**src/hdl/cmsc_pkg.sv**
```systemverilog
// Shared types and constants for the carrier status message checker.
package cmsc_pkg;

   localparam int VAL_W = 16;
   localparam int STATUS_W = 4;
   localparam int CSR_IDX_W = 3;
   localparam int CSR_DATA_W = 8;

   // Words skipped after the carrier number and inside each branch record
   localparam logic [1:0] HDR_SKIP = 2'd3;
   localparam logic [1:0] BRANCH_SKIP = 2'd3;

   typedef enum logic [STATUS_W-1:0] {
      ST_OK       = 4'd0,
      ST_CRR_CNT  = 4'd1,
      ST_CRR_NO   = 4'd2,
      ST_BRC_CNT  = 4'd3,
      ST_BRC_NO   = 4'd4,
      ST_ALM_CNT  = 4'd5,
      ST_ALM_CODE = 4'd6,
      ST_CRD_CNT  = 4'd7,
      ST_SLOT     = 4'd8
   } status_type;

   typedef enum logic [3:0] {
      PH_IDLE     = 4'd0,
      PH_CRR_NO   = 4'd1,
      PH_HDR_SKIP = 4'd2,
      PH_BRC_CNT  = 4'd3,
      PH_BRC_NO   = 4'd4,
      PH_BRC_SKIP = 4'd5,
      PH_ALM_CNT  = 4'd6,
      PH_ALM_CODE = 4'd7,
      PH_CRD_CNT  = 4'd8,
      PH_SLOT     = 4'd9
   } phase_type;

   typedef enum logic [CSR_IDX_W-1:0] {
      REG_CARRIER_MAX       = 3'd0,
      REG_BRANCH_COUNT_MAX  = 3'd1,
      REG_BRANCH_NUMBER_MAX = 3'd2,
      REG_ALARM_COUNT_MAX   = 3'd3,
      REG_ALARM_CODE_MIN    = 3'd4,
      REG_ALARM_CODE_MAX    = 3'd5,
      REG_CARD_COUNT_MAX    = 3'd6,
      REG_SLOT_MAX          = 3'd7
   } cfg_index_type;

   typedef struct packed {
      logic [3:0] carrier_max;
      logic [3:0] branch_count_max;
      logic [3:0] branch_number_max;
      logic [7:0] alarm_count_max;
      logic [7:0] alarm_code_min;
      logic [7:0] alarm_code_max;
      logic [3:0] card_count_max;
      logic [5:0] slot_max;
   } cfg_type;

   typedef struct packed {
      logic             valid;
      status_type       status;
      logic [VAL_W-1:0] bad_value;
   } res_type;

endpackage

```
**src/hdl/cmsc_parser.sv**
```systemverilog
// Message layout state machine with per-field range checks.
module cmsc_parser #(
   parameter int WORD_WIDTH = 16
) (
   input  logic                  clock,
   input  logic                  reset,
   input  logic                  fire,
   input  logic [WORD_WIDTH-1:0] word,
   input  logic                  first,
   input  cmsc_pkg::cfg_type     cfg,
   output cmsc_pkg::res_type     res,
   output cmsc_pkg::phase_type   phase
);

   localparam int VW = cmsc_pkg::VAL_W;

   cmsc_pkg::phase_type phase_ff, phase_in;
   logic [3:0] carriers_left_ff, carriers_left_in;
   logic [3:0] branches_left_ff, branches_left_in;
   logic [7:0] entries_left_ff, entries_left_in;
   logic [1:0] skip_left_ff, skip_left_in;

   logic [WORD_WIDTH-1:0] crr_lim, brc_cnt_lim, brc_no_lim, alm_cnt_lim;
   logic [WORD_WIDTH-1:0] code_lo, code_hi, crd_lim, slot_lim, one_w;
   logic [VW-1:0]         w_val;
   logic [3:0]            crr_dec, brc_dec;
   logic [7:0]            ent_dec;
   logic [1:0]            skip_dec;
   logic                  w_zero;

   assign crr_lim     = WORD_WIDTH'(cfg.carrier_max);
   assign brc_cnt_lim = WORD_WIDTH'(cfg.branch_count_max);
   assign brc_no_lim  = WORD_WIDTH'(cfg.branch_number_max);
   assign alm_cnt_lim = WORD_WIDTH'(cfg.alarm_count_max);
   assign code_lo     = WORD_WIDTH'(cfg.alarm_code_min);
   assign code_hi     = WORD_WIDTH'(cfg.alarm_code_max);
   assign crd_lim     = WORD_WIDTH'(cfg.card_count_max);
   assign slot_lim    = WORD_WIDTH'(cfg.slot_max);
   assign one_w       = WORD_WIDTH'(1);
   assign w_val       = VW'(word);
   assign w_zero      = (word == '0);

   assign crr_dec  = carriers_left_ff - 4'd1;
   assign brc_dec  = branches_left_ff - 4'd1;
   assign ent_dec  = entries_left_ff - 8'd1;
   assign skip_dec = skip_left_ff - 2'd1;

   always_comb begin
      phase_in         = phase_ff;
      carriers_left_in = carriers_left_ff;
      branches_left_in = branches_left_ff;
      entries_left_in  = entries_left_ff;
      skip_left_in     = skip_left_ff;
      res.valid        = 1'b0;
      res.status       = cmsc_pkg::ST_OK;
      res.bad_value    = '0;
      if (fire) begin
         if (first) begin
            // A first flag always restarts, dropping any message in progress
            if (word > crr_lim) begin
               res = '{valid: 1'b1, status: cmsc_pkg::ST_CRR_CNT, bad_value: w_val};
               phase_in = cmsc_pkg::PH_IDLE;
            end else if (w_zero) begin
               res.valid = 1'b1;
               phase_in  = cmsc_pkg::PH_IDLE;
            end else begin
               carriers_left_in = word[3:0];
               phase_in = cmsc_pkg::PH_CRR_NO;
            end
         end else begin
            unique case (phase_ff)
               cmsc_pkg::PH_IDLE: begin
               end
               cmsc_pkg::PH_CRR_NO: begin
                  if (word < one_w || word > crr_lim) begin
                     res = '{valid: 1'b1, status: cmsc_pkg::ST_CRR_NO, bad_value: w_val};
                     phase_in = cmsc_pkg::PH_IDLE;
                  end else begin
                     skip_left_in = cmsc_pkg::HDR_SKIP;
                     phase_in = cmsc_pkg::PH_HDR_SKIP;
                  end
               end
               cmsc_pkg::PH_HDR_SKIP: begin
                  skip_left_in = skip_dec;
                  if (skip_dec == 2'd0) begin
                     phase_in = cmsc_pkg::PH_BRC_CNT;
                  end
               end
               cmsc_pkg::PH_BRC_CNT: begin
                  if (word > brc_cnt_lim) begin
                     res = '{valid: 1'b1, status: cmsc_pkg::ST_BRC_CNT, bad_value: w_val};
                     phase_in = cmsc_pkg::PH_IDLE;
                  end else begin
                     branches_left_in = word[3:0];
                     phase_in = w_zero ? cmsc_pkg::PH_ALM_CNT : cmsc_pkg::PH_BRC_NO;
                  end
               end
               cmsc_pkg::PH_BRC_NO: begin
                  if (word > brc_no_lim) begin
                     res = '{valid: 1'b1, status: cmsc_pkg::ST_BRC_NO, bad_value: w_val};
                     phase_in = cmsc_pkg::PH_IDLE;
                  end else begin
                     skip_left_in = cmsc_pkg::BRANCH_SKIP;
                     phase_in = cmsc_pkg::PH_BRC_SKIP;
                  end
               end
               cmsc_pkg::PH_BRC_SKIP: begin
                  skip_left_in = skip_dec;
                  if (skip_dec == 2'd0) begin
                     branches_left_in = brc_dec;
                     phase_in = (brc_dec == 4'd0) ? cmsc_pkg::PH_ALM_CNT
                                                  : cmsc_pkg::PH_BRC_NO;
                  end
               end
               cmsc_pkg::PH_ALM_CNT: begin
                  if (word > alm_cnt_lim) begin
                     res = '{valid: 1'b1, status: cmsc_pkg::ST_ALM_CNT, bad_value: w_val};
                     phase_in = cmsc_pkg::PH_IDLE;
                  end else begin
                     entries_left_in = word[7:0];
                     phase_in = w_zero ? cmsc_pkg::PH_CRD_CNT : cmsc_pkg::PH_ALM_CODE;
                  end
               end
               cmsc_pkg::PH_ALM_CODE: begin
                  if (word < code_lo || word > code_hi) begin
                     res = '{valid: 1'b1, status: cmsc_pkg::ST_ALM_CODE, bad_value: w_val};
                     phase_in = cmsc_pkg::PH_IDLE;
                  end else begin
                     entries_left_in = ent_dec;
                     if (ent_dec == 8'd0) begin
                        phase_in = cmsc_pkg::PH_CRD_CNT;
                     end
                  end
               end
               cmsc_pkg::PH_CRD_CNT: begin
                  if (word > crd_lim) begin
                     res = '{valid: 1'b1, status: cmsc_pkg::ST_CRD_CNT, bad_value: w_val};
                     phase_in = cmsc_pkg::PH_IDLE;
                  end else if (w_zero) begin
                     // Carrier finished: next carrier or message OK
                     carriers_left_in = crr_dec;
                     if (crr_dec == 4'd0) begin
                        res.valid = 1'b1;
                        phase_in  = cmsc_pkg::PH_IDLE;
                     end else begin
                        phase_in = cmsc_pkg::PH_CRR_NO;
                     end
                  end else begin
                     entries_left_in = 8'(word[3:0]);
                     phase_in = cmsc_pkg::PH_SLOT;
                  end
               end
               cmsc_pkg::PH_SLOT: begin
                  if (word < one_w || word > slot_lim) begin
                     res = '{valid: 1'b1, status: cmsc_pkg::ST_SLOT, bad_value: w_val};
                     phase_in = cmsc_pkg::PH_IDLE;
                  end else begin
                     entries_left_in = ent_dec;
                     if (ent_dec == 8'd0) begin
                        carriers_left_in = crr_dec;
                        if (crr_dec == 4'd0) begin
                           res.valid = 1'b1;
                           phase_in  = cmsc_pkg::PH_IDLE;
                        end else begin
                           phase_in = cmsc_pkg::PH_CRR_NO;
                        end
                     end
                  end
               end
               default: begin
                  phase_in = cmsc_pkg::PH_IDLE;
               end
            endcase
         end
      end
   end

   always_ff @(posedge clock) begin
      if (reset) begin
         phase_ff         <= cmsc_pkg::PH_IDLE;
         carriers_left_ff <= '0;
         branches_left_ff <= '0;
         entries_left_ff  <= '0;
         skip_left_ff     <= '0;
      end else begin
         phase_ff         <= phase_in;
         carriers_left_ff <= carriers_left_in;
         branches_left_ff <= branches_left_in;
         entries_left_ff  <= entries_left_in;
         skip_left_ff     <= skip_left_in;
      end
   end

   assign phase = phase_ff;

endmodule

```
**config.mk**
```make
export PLATFORM = sky130hd
export DESIGN_NAME = cmsc_parser
export DESIGN_NICKNAME = d
export VERILOG_FILES = /design/src/hdl/cmsc_pkg.sv /design/src/hdl/cmsc_parser.sv
export SDC_FILE = /design/constraint.sdc
export NUM_CORES = 1
export LEC_CHECK = 0
export BUFFER_PORTS_ARGS = -buffer_cell sky130_fd_sc_hd__buf_2
export CAP_MARGIN = 20
export CORE_MARGIN = 3
export CORE_UTILIZATION = 45
export DETAILED_ROUTE_END_ITERATION = 6
export MAX_ROUTING_LAYER = met4
export PLACE_DENSITY = 0.76
export SLEW_MARGIN = 20
export SYNTH_ARGS = -nofsm -noshare
export SYNTH_HDL_FRONTEND = slang
export SYNTH_SLANG_ARGS = --single-unit
```
**constraint.sdc**
```tcl
create_clock -name clock -period 6.6 [get_ports clock]
set_clock_uncertainty 0.15 [all_clocks]
set_input_delay 0 -clock clock [delete_from_list [all_inputs] [get_ports clock]]
set_output_delay 0 -clock clock [all_outputs]
set_load 0.005 [all_outputs]
```
==> flow_metrics.tcl, run 1 <==
set metrics [dict create \
    status "finished clean" \
    initial_core_util_pct 47.3 \
    critPathMaxFanout 17 \
    synth_area_sq_um 3280 \
    cts_tree "done" \
    slew_viol_final 0 \
    arrival_ns 3.05 \
    wl_microns 9590 \
    areaGrowthSynthToFinish_pct 16.4 \
    crit_type "reg -> out" \
    cp_num_buf_inv 1 \
    postSynth.asyncResetShare_pct 0 \
    relSlewSlack_pct 48.2 \
    drive_gt1_share_pct 20.4 \
    hold_violations 0 \
    ant_nets 0 \
    syn-num-nets 583 \
    p_comb_share_pct 37.2 \
    cts_setup_buffers 0 \
    drv_cap 0 \
    hold_path_class "in -> reg" \
    vias_per_cell 5.86 \
    htreeDepth 1 \
    nNetsFinal 660 \
    port_buffers 90 \
    switching_share_pct 33.3 \
    root_buffer "clkbuf_8" \
    fin_crit_ns 3.20 \
    ioPinCount 91 \
    yosysWarnings 0 \
    power.leakage_nw 1.87 \
    finalSetupTns_ns 0 \
    whs_path_depth 2 \
    critPathTopFamily "simple AND/OR/NAND/NOR gates" \
    synth_top_cell_area_share_pct 19.8 \
    clockBufferDepth 2 \
    cts_hold_buf 0 \
    fin_cells 636 \
    grt_antenna_before_repair 0 \
    place.gp.congestion 0.953 \
    gr-total-overflow 0 \
    grt_use_total_pct 23.2 \
    worst-path-stages 7 \
    ys_top_cells_by_area "ha_1 20%, dfxtp_1 13%, a21oi_1 7.0%" \
    clk_pin_slew_ns 0.08 \
    report.final.setup_viol 0 \
    seqCellArea_sq_um 440 \
    drt-pass1-iter-count 5 \
    power_per_cell_area_nw_per_um2 90.2 \
    coreArea_sq_um 6940 \
    diodes 0 \
    grt_max_degree 24 \
    cpPeakStageDelay_ns 0.70 \
    die_w_microns 91.4 \
    synth-edff-count 0 \
    drc 0 \
    rsz0062_at_grt "no" \
    syn_area_per_cell_sq_um 7.06 \
    synth_ff_type "dfxtp_1" \
    r2r_cells 6 \
    die_y_microns 91.4 \
    end_kind "output pin" \
    worstPathCellList "nand2b_1, or2_0, o22ai_2, nor4_1, o21ai_1, and3_1, buf_2" \
    drtIter0Drc 265 \
    rows 30 \
    dp_cells 633 \
    switchingPower_w 0.000115 \
    grt_pass1_vias 3486 \
    peakVddDrop_uv 61.8 \
    post_drt_wl_per_cell_microns 15.1 \
    synth_area_leader_cell "ha_1" \
    yosysSeqAreaShare_pct 13.4 \
    cts_inserted_buffers 3 \
    fillers 689 \
    vias 3728 \
    die_area_sq_um 8350 \
    intPower_w 0.000230 \
    synth_cell_types 62 \
    timing.final.crit_share_pct 48.5 \
    cts.sinks 22 \
    syn_inst 465 \
    clock_latency_ns 0.26 \
    clock_power_share_pct 23.7 \
    fmax_ghz 0.312 \
    startpoint_type "flop" \
    cp.required_ns 6.45 \
    synth_seq_cells 22 \
    tightestPinTransition_ns 0.772 \
    multi_input_area_sq_um 2550 \
    crit_path_top_delay_cell "dfxtp_1" \
    grt_pass1_wl_microns 15900 \
    seq_power_share_pct 39.2 \
    ctsResizeCount 0 \
    place_hpwl_microns 7460 \
]
per-layer routing:
| layer | wire [microns] | up-vias | global-route usage [%] |
|---|---|---|---|
| met5 | 0 | - | - |
| met1 | 3980 | 1695 | 28.1 |
| met2 | 4620 | 174 | 39.3 |
| li1 | - | 1832 | - |
| met3 | 796 | 27 | 4.31 |
| met4 | 201 | 0 | 6.66 |
state kept, by name (all words and copies together), names as in the netlist:
| register | cells |
|---|---|
| branches_left_ff | 4 |
| carriers_left_ff | 4 |
| entries_left_ff | 8 |
| phase | 4 |
| skip_left_ff | 2 |
per-stage QoR:
step	power, W	util [%]	setup slack [ns]	hold WS [ns]	instance area (sq um)
6_report	0.000345	55.0	3.40	0.0204	3820
3_3_place_gp	0.000261	54.4	3.66	0.191	3780
3_5_place_dp	0.000266	54.4	3.53	0.192	3780
5_1_grt	0.000371	55.0	3.10	0.0396	3820
2_1_floorplan	0.000213	-	4.25	-0.0713	3280
4_1_cts	0.000349	55.0	3.44	0.0205	3820
logic make-up (layout without fill, tap and decap cells):
family / Yosys count / after routing / share of synthesized area [%]
XOR/XNOR: 5 / 5 / 1.33
multiplexers: 3 / 3 / 0.915
buffers and inverters: 75 / 150 / 8.73
AO/OA/AOI/OAI: 130 / 130 / 25.6
adder cells (fa/ha/maj): 52 / 52 / 19.8
flip-flops: 22 / 22 / 13.4
AND/OR/NAND/NOR: 178 / 178 / 30.2
power groups by stage:
stage	sequential, W	combinational, W	clock [W]
final	0.000135	0.000128	0.0000816
after global routing	0.000135	0.000147	0.0000895
after CTS	0.000135	0.000129	0.0000852
after detailed placement	0.000138	0.000128	0
after global placement	0.000138	0.000123	0
after floorplan	0.000137	0.0000763	0
worst paths after layout:
| kind | from | to | slack [ns] |
|---|---|---|---|
| max | phase[3]$_SDFFE_PP0P_ | res[6] | 3.40 |
| max reg2reg | phase[1]$_SDFFE_PP0P_ | entries_left_ff[6]$_SDFFE_PP0P_ | 3.78 |
| min | reset | branches_left_ff[1]$_SDFFE_PP0P_ | 0.02 |
| min reg2reg | skip_left_ff[0]$_SDFFE_PP0P_ | skip_left_ff[0]$_SDFFE_PP0P_ | 0.33 |
synthesized netlist by cell type (3+ instances only):
library cell,count
a211o_1,4
a211oi_1,11
a21o_1,3
a21oi_1,46
a221oi_1,4
a22oi_1,3
a31oi_1,3
and2_1,4
and3_1,18
and4_1,3
buf_2,4
clkbuf_1,14
dfxtp_1,22
ha_1,52
inv_1,57
mux2i_1,3
nand2_1,38
nand2b_1,10
nand3_1,12
nand3b_1,4
nand4_1,12
nor2_1,34
nor2b_1,5
nor3_1,10
nor4_1,5
o211ai_1,3
o21ai_0,25
o31ai_1,5
or2_2,4
or3_1,3
xor2_1,3
cell usage in the layout, fill, tap and decap left out, types with 4 or more instances in the layout:
| master | n |
|---|---|
| a211o_1 | 4 |
| a211oi_1 | 11 |
| a21oi_1 | 46 |
| a221oi_1 | 4 |
| and2_1 | 4 |
| and3_1 | 18 |
| buf_2 | 90 |
| dfxtp_1 | 22 |
| ha_1 | 52 |
| inv_1 | 57 |
| nand2_1 | 38 |
| nand2b_1 | 10 |
| nand3_1 | 12 |
| nand3b_1 | 4 |
| nand4_1 | 12 |
| nor2_1 | 34 |
| nor2b_1 | 5 |
| nor3_1 | 10 |
| nor4_1 | 5 |
| o21ai_0 | 25 |
| o31ai_1 | 5 |
| or2_2 | 4 |
area by class of cell:
type	instances	share of cell area [%]
repair buffers	90	11.8
inverters	57	5.60
clock buffers	3	1.08
flip-flops and latches	22	11.5
well taps	96	3.14
multi-input cells	368	66.9
No activity file was read; power rests on OpenSTA's default activity.
==> run 2, diff against run 1 <==
clock period = 3.2 ns   (was 6.6 ns; I/O delays follow)
==> flow_metrics.tcl, run 2 (synthesis gave the netlist of run 1 again) <==
set metrics [dict create \
    status "finished clean" \
    r2r_slack_ns 0.51 \
    fin_util_pct 55.5 \
    end_kind "output pin" \
    finalSetupTns_ns 0 \
    gr-total-overflow 0 \
    clk_pin_slew_ns 0.08 \
    place.gp.congestion 0.939 \
    power.leakage_nw 1.89 \
    grt_pass1_wl_microns 16900 \
    cts.sinks 22 \
    grt_max_degree 24 \
    cts_tree "done" \
    wirelength_met1_microns 4160 \
    wl_microns 10200 \
    ant_nets 0 \
    die_area_sq_um 8350 \
    switchingPower_w 0.000251 \
    htreeDepth 1 \
    grt_pass1_vias 3724 \
    drt-pass1-iter-count 7 \
    diodes 0 \
    drtIter0Drc 283 \
    met2_length_microns 4910 \
    arrival_ns 2.73 \
    place_hpwl_microns 7880 \
    rsz0062_at_grt "no" \
    timing.final.crit_share_pct 89.9 \
    report.final.setup_viol 0 \
    drc 0 \
    tightestPinTransition_ns 0.745 \
    dp_cells 637 \
    clock_latency_ns 0.27 \
    r2r_cells 10 \
    clockBufferDepth 2 \
    fin_crit_ns 2.88 \
    met3_length_microns 858 \
    power_per_cell_area_nw_per_um2 189 \
    drv_cap 0 \
    endpoint "res[9]" \
    cts_inserted_buffers 3 \
    cp_num_buf_inv 3 \
    vias 3814 \
    drive_gt1_share_pct 21.1 \
    cpPeakStageDelay_ns 0.43 \
    die_y_microns 91.4 \
    intPower_w 0.000478 \
    grt_use_total_pct 24.6 \
    grt_antenna_before_repair 0 \
    seqCellArea_sq_um 440 \
    peakVddDrop_uv 134 \
    startpoint_type "input port" \
    port_buffers 90 \
    hold_violations 0 \
    fillers 675 \
    largest_reg_flops 8 \
    relSlewSlack_pct 49.9 \
    fmax_ghz 0.348 \
    vias_per_cell 5.96 \
    initial_core_util_pct 47.3 \
    crit_type "in -> out" \
    coreArea_sq_um 6940 \
    ioPinCount 91 \
    nNetsFinal 664 \
    crit_start "word[0]" \
    final_cell_mix "90 x buf_2, 57 x inv_1, 52 x ha_1" \
    areaGrowthSynthToFinish_pct 17.5 \
    cp.required_ns 3.05 \
    rows 30 \
    worst-path-stages 12 \
    top_layer "met4" \
    hold_path_class "in -> reg" \
    critPathTopFamily "simple AND/OR/NAND/NOR gates" \
    seq_power_share_pct 38.0 \
    multi_input_area_sq_um 2560 \
    root_buffer "clkbuf_8" \
    top_register "entries_left_ff" \
    die_w_microns 91.4 \
    final_common_cell "buf_2" \
    p_comb_share_pct 38.1 \
    switching_share_pct 34.4 \
    worstPathCellList "buf_2, inv_1, ha_1, and4_1, nand2b_1, a21oi_1, a221oi_1, a21oi_1, nor4_1, o21ai_2, and3_1, buf_2" \
    fin_cells 640 \
    cts_setup_buffers 0 \
    post_drt_wl_per_cell_microns 16.0 \
    critPathMaxFanout 16 \
    r2r-end "carriers_left_ff[0]$_SDFFE_PP0P_" \
    clock_power_share_pct 23.9 \
    crit_path_top_delay_cell "nor4_1" \
    slew_viol_final 0 \
    r2r_start "entries_left_ff[0]$_SDFFE_PP0P_" \
]
-- run 2: final cells by class --
cell class                      count  share of cell area, %
Multi-Input combinational cell    368                   66.4
Timing Repair Buffer               94                   12.5
Sequential cell                    22                   11.4
Inverter                           57                   5.55
Tap cell                           96                   3.12
Clock buffer                        3                   1.07
-- run 2: power by group through the flow --
stage / Combinational (W) / Clock [W] / Sequential [W]
after detailed placement: 0.000273 / 0 / 0.000283
after global placement: 0.000259 / 0 / 0.000283
after CTS: 0.000275 / 0.000175 / 0.000277
after floorplan: 0.000157 / 0 / 0.000283
after global routing: 0.000315 / 0.000191 / 0.000277
final: 0.000278 / 0.000174 / 0.000277
-- run 2: timing repair --
item                                    4_1_cts  5_1_grt
endpoints found under the setup margin        0       13
resized for setup                             0        1
hold buffers                                  0        0
-- run 2: how the worst min path moves through the flow --
stage                   from                               end  slack, ns  cells past startpoint
detailed placement  word[14]                           res[14]       0.20                      3
finish                 reset  branches_left_ff[1]$_SDFFE_PP0P_      0.006                      2
global route         word[0]  branches_left_ff[0]$_SDFFE_PP0P_       0.04                      3
CTS                    reset  branches_left_ff[1]$_SDFFE_PP0P_      0.004                      2
global placement    word[14]                           res[14]       0.19                      3
floorplan              reset  branches_left_ff[0]$_SDFFE_PP0P_      -0.07                      1
-- run 2: through the flow --
stage	instance area [sq um]	worst slack, ns	power [W]	hold slack, ns
floorplan	3280	0.849	0.000440	-0.0713
global placement	3810	0.473	0.000542	0.191
detailed placement	3810	0.296	0.000556	0.203
CTS	3850	0.210	0.000727	0.00390
global route	3850	0.212	0.000783	0.0374
finish	3850	0.324	0.000729	0.00624
-- run 2: metal layers --
layer	vias up	GRT usage, %
met5	-	-
met4	0	8.29
met3	40	4.56
met2	199	41.5
met1	1727	29.3
li1	1848	-
-- run 2: worst register-to-register path, cell delays in order, from the launching register on --
cell and delay, ns:
dfxtp_1 0.39, inv_1 0.10, ha_1 0.29, xor2_1 0.17, nor4b_1 0.24, and4_1 0.21, and2_1 0.23, nand3_1 0.11
a31o_2 0.32, a211o_1 0.28, a21oi_1 0.13
==> run 3, diff against run 2 <==
CORE_ASPECT_RATIO = 0.75   (was not set)
==> flow_metrics.tcl, run 3 (synthesis gave the netlist of run 1 again) <==
set metrics [dict create \
    finalSetupTns_ns 0 \
    worst-path-stages 8 \
    r2r-end "carriers_left_ff[0]$_SDFFE_PP0P_" \
    clk_pin_slew_ns 0.08 \
    grt_pass1_wl_microns 16500 \
    hold_path_class "in -> reg" \
    ant_nets 0 \
    grt_use_total_pct 24.1 \
    cp.required_ns 3.05 \
    gr-total-overflow 0 \
    crit_path_top_delay_cell "dfxtp_1" \
    dp_cells 642 \
    crit_type "reg -> out" \
    worstPathCellList "nor4b_1, a21oi_1, o211ai_1, nor4_1, o21ai_1, buf_4, and3_1, buf_2" \
    port_buffers 90 \
    crit_start "phase[2]$_SDFFE_PP0P_" \
    fin_util_pct 56.4 \
    slew_viol_final 0 \
    fillers 669 \
    nNetsFinal 667 \
    die_w_microns 105 \
    peakVddDrop_uv 134 \
    power.leakage_nw 1.92 \
    drt-pass1-iter-count 5 \
    r2r_cells 10 \
    place_hpwl_microns 7870 \
    startpoint_type "flop" \
    die_y_microns 80.0 \
    stdcell_area_sq_um 3910 \
    final_cell_mix "90 x buf_2, 57 x inv_1, 52 x ha_1" \
    vias_per_cell 5.86 \
    diodes 0 \
    wl_microns 9970 \
    r2r_slack_ns 0.47 \
    grt_antenna_before_repair 0 \
    vias 3784 \
    die_area_sq_um 8360 \
    ioPinCount 91 \
    post_drt_wl_per_cell_microns 15.4 \
    rsz0062_at_grt "no" \
    report.final.setup_viol 0 \
    htreeDepth 1 \
    final_common_cell "buf_2" \
    clockBufferDepth 2 \
    r2r_start "entries_left_ff[0]$_SDFFE_PP0P_" \
    clock_latency_ns 0.27 \
    status "finished clean" \
    rows 26 \
    timing.final.crit_share_pct 86.9 \
    grt_max_degree 24 \
    fin_ws_ns 0.419 \
    placed_area_sq_um 3830 \
    power_per_cell_area_nw_per_um2 209 \
    top_register "entries_left_ff" \
    initial_core_util_pct 47.4 \
    coreArea_sq_um 6930 \
    critPathMaxFanout 16 \
    root_buffer "clkbuf_8" \
    largest_reg_flops 8 \
    drv_cap 0 \
    cts_setup_buffers 0 \
    cts_hold_buf 0 \
    grt_pass1_vias 3495 \
    cp_num_buf_inv 2 \
    end_kind "output pin" \
    drtIter0Drc 331 \
    critPathTopFamily "simple AND/OR/NAND/NOR gates" \
    relSlewSlack_pct 46.8 \
    hold_violations 0 \
    fmax_ghz 0.360 \
    drive_gt1_share_pct 21.5 \
    cts.sinks 22 \
    fin_crit_ns 2.78 \
    place.gp.congestion 1.01 \
    cts_tree "done" \
    ctsResizeCount 0 \
    cpPeakStageDelay_ns 0.60 \
    arrival_ns 2.63 \
    cts_inserted_buffers 3 \
    fin_cells 646 \
    tightestPinTransition_ns 0.787 \
    areaGrowthSynthToFinish_pct 19.0 \
    pre_cts_slack_ns 0.432 \
    endpoint "res[0]" \
    drc 0 \
]
run 3: cell types whose count changed in the layout (fill, tap and decap cells not counted), sizes merged:
| cell | delta |
|---|---|
| buf | +3 |
| bufinv | +1 |
run 3: layout make-up:
type,instances,area [sq um],share of cell area (%)
Clock inverter,1,30.0,0.769
Tap cell,98,123,3.14
Timing Repair Buffer,97,503,12.9
Sequential cell,22,440,11.3
Multi-Input combinational cell,368,2550,65.4
Clock buffer,3,41.3,1.06
Inverter,57,214,5.48
run 3: worst min path at each step:
stage / slack [ns] / start / cells past startpoint / to
6_report: 0.01 / reset / 2 / branches_left_ff[1]$_SDFFE_PP0P_
3_3_place_gp: 0.19 / word[13] / 3 / res[13]
2_1_floorplan: -0.07 / reset / 1 / branches_left_ff[0]$_SDFFE_PP0P_
5_1_grt: 0.04 / reset / 2 / branches_left_ff[2]$_SDFFE_PP0P_
4_1_cts: 0.005 / reset / 2 / branches_left_ff[2]$_SDFFE_PP0P_
3_5_place_dp: 0.20 / word[13] / 3 / res[13]
run 3: metal layers:
layer,vias up,global-route usage (%),share of wire [%]
met4,0,3.28,0.59
met1,1770,30.3,44
met5,-,-,0
li1,1846,-,-
met2,156,42.3,47
met3,12,3.96,7.8
run 3: through the flow:
step | hold slack, ns | power (W)
floorplan | -0.0713 | 0.000440
global placement | 0.191 | 0.000545
detailed placement | 0.198 | 0.000559
CTS | 0.00530 | 0.000822
global route | 0.0362 | 0.000875
finish | 0.0134 | 0.000814
run 3: power by group:
part           switching (W)  leakage [nW]  internal, W
clock network      0.0000932        0.0357     0.000167
logic               0.000156          1.71     0.000121
registers         0.00000249         0.177     0.000275
total               0.000252          1.92     0.000563
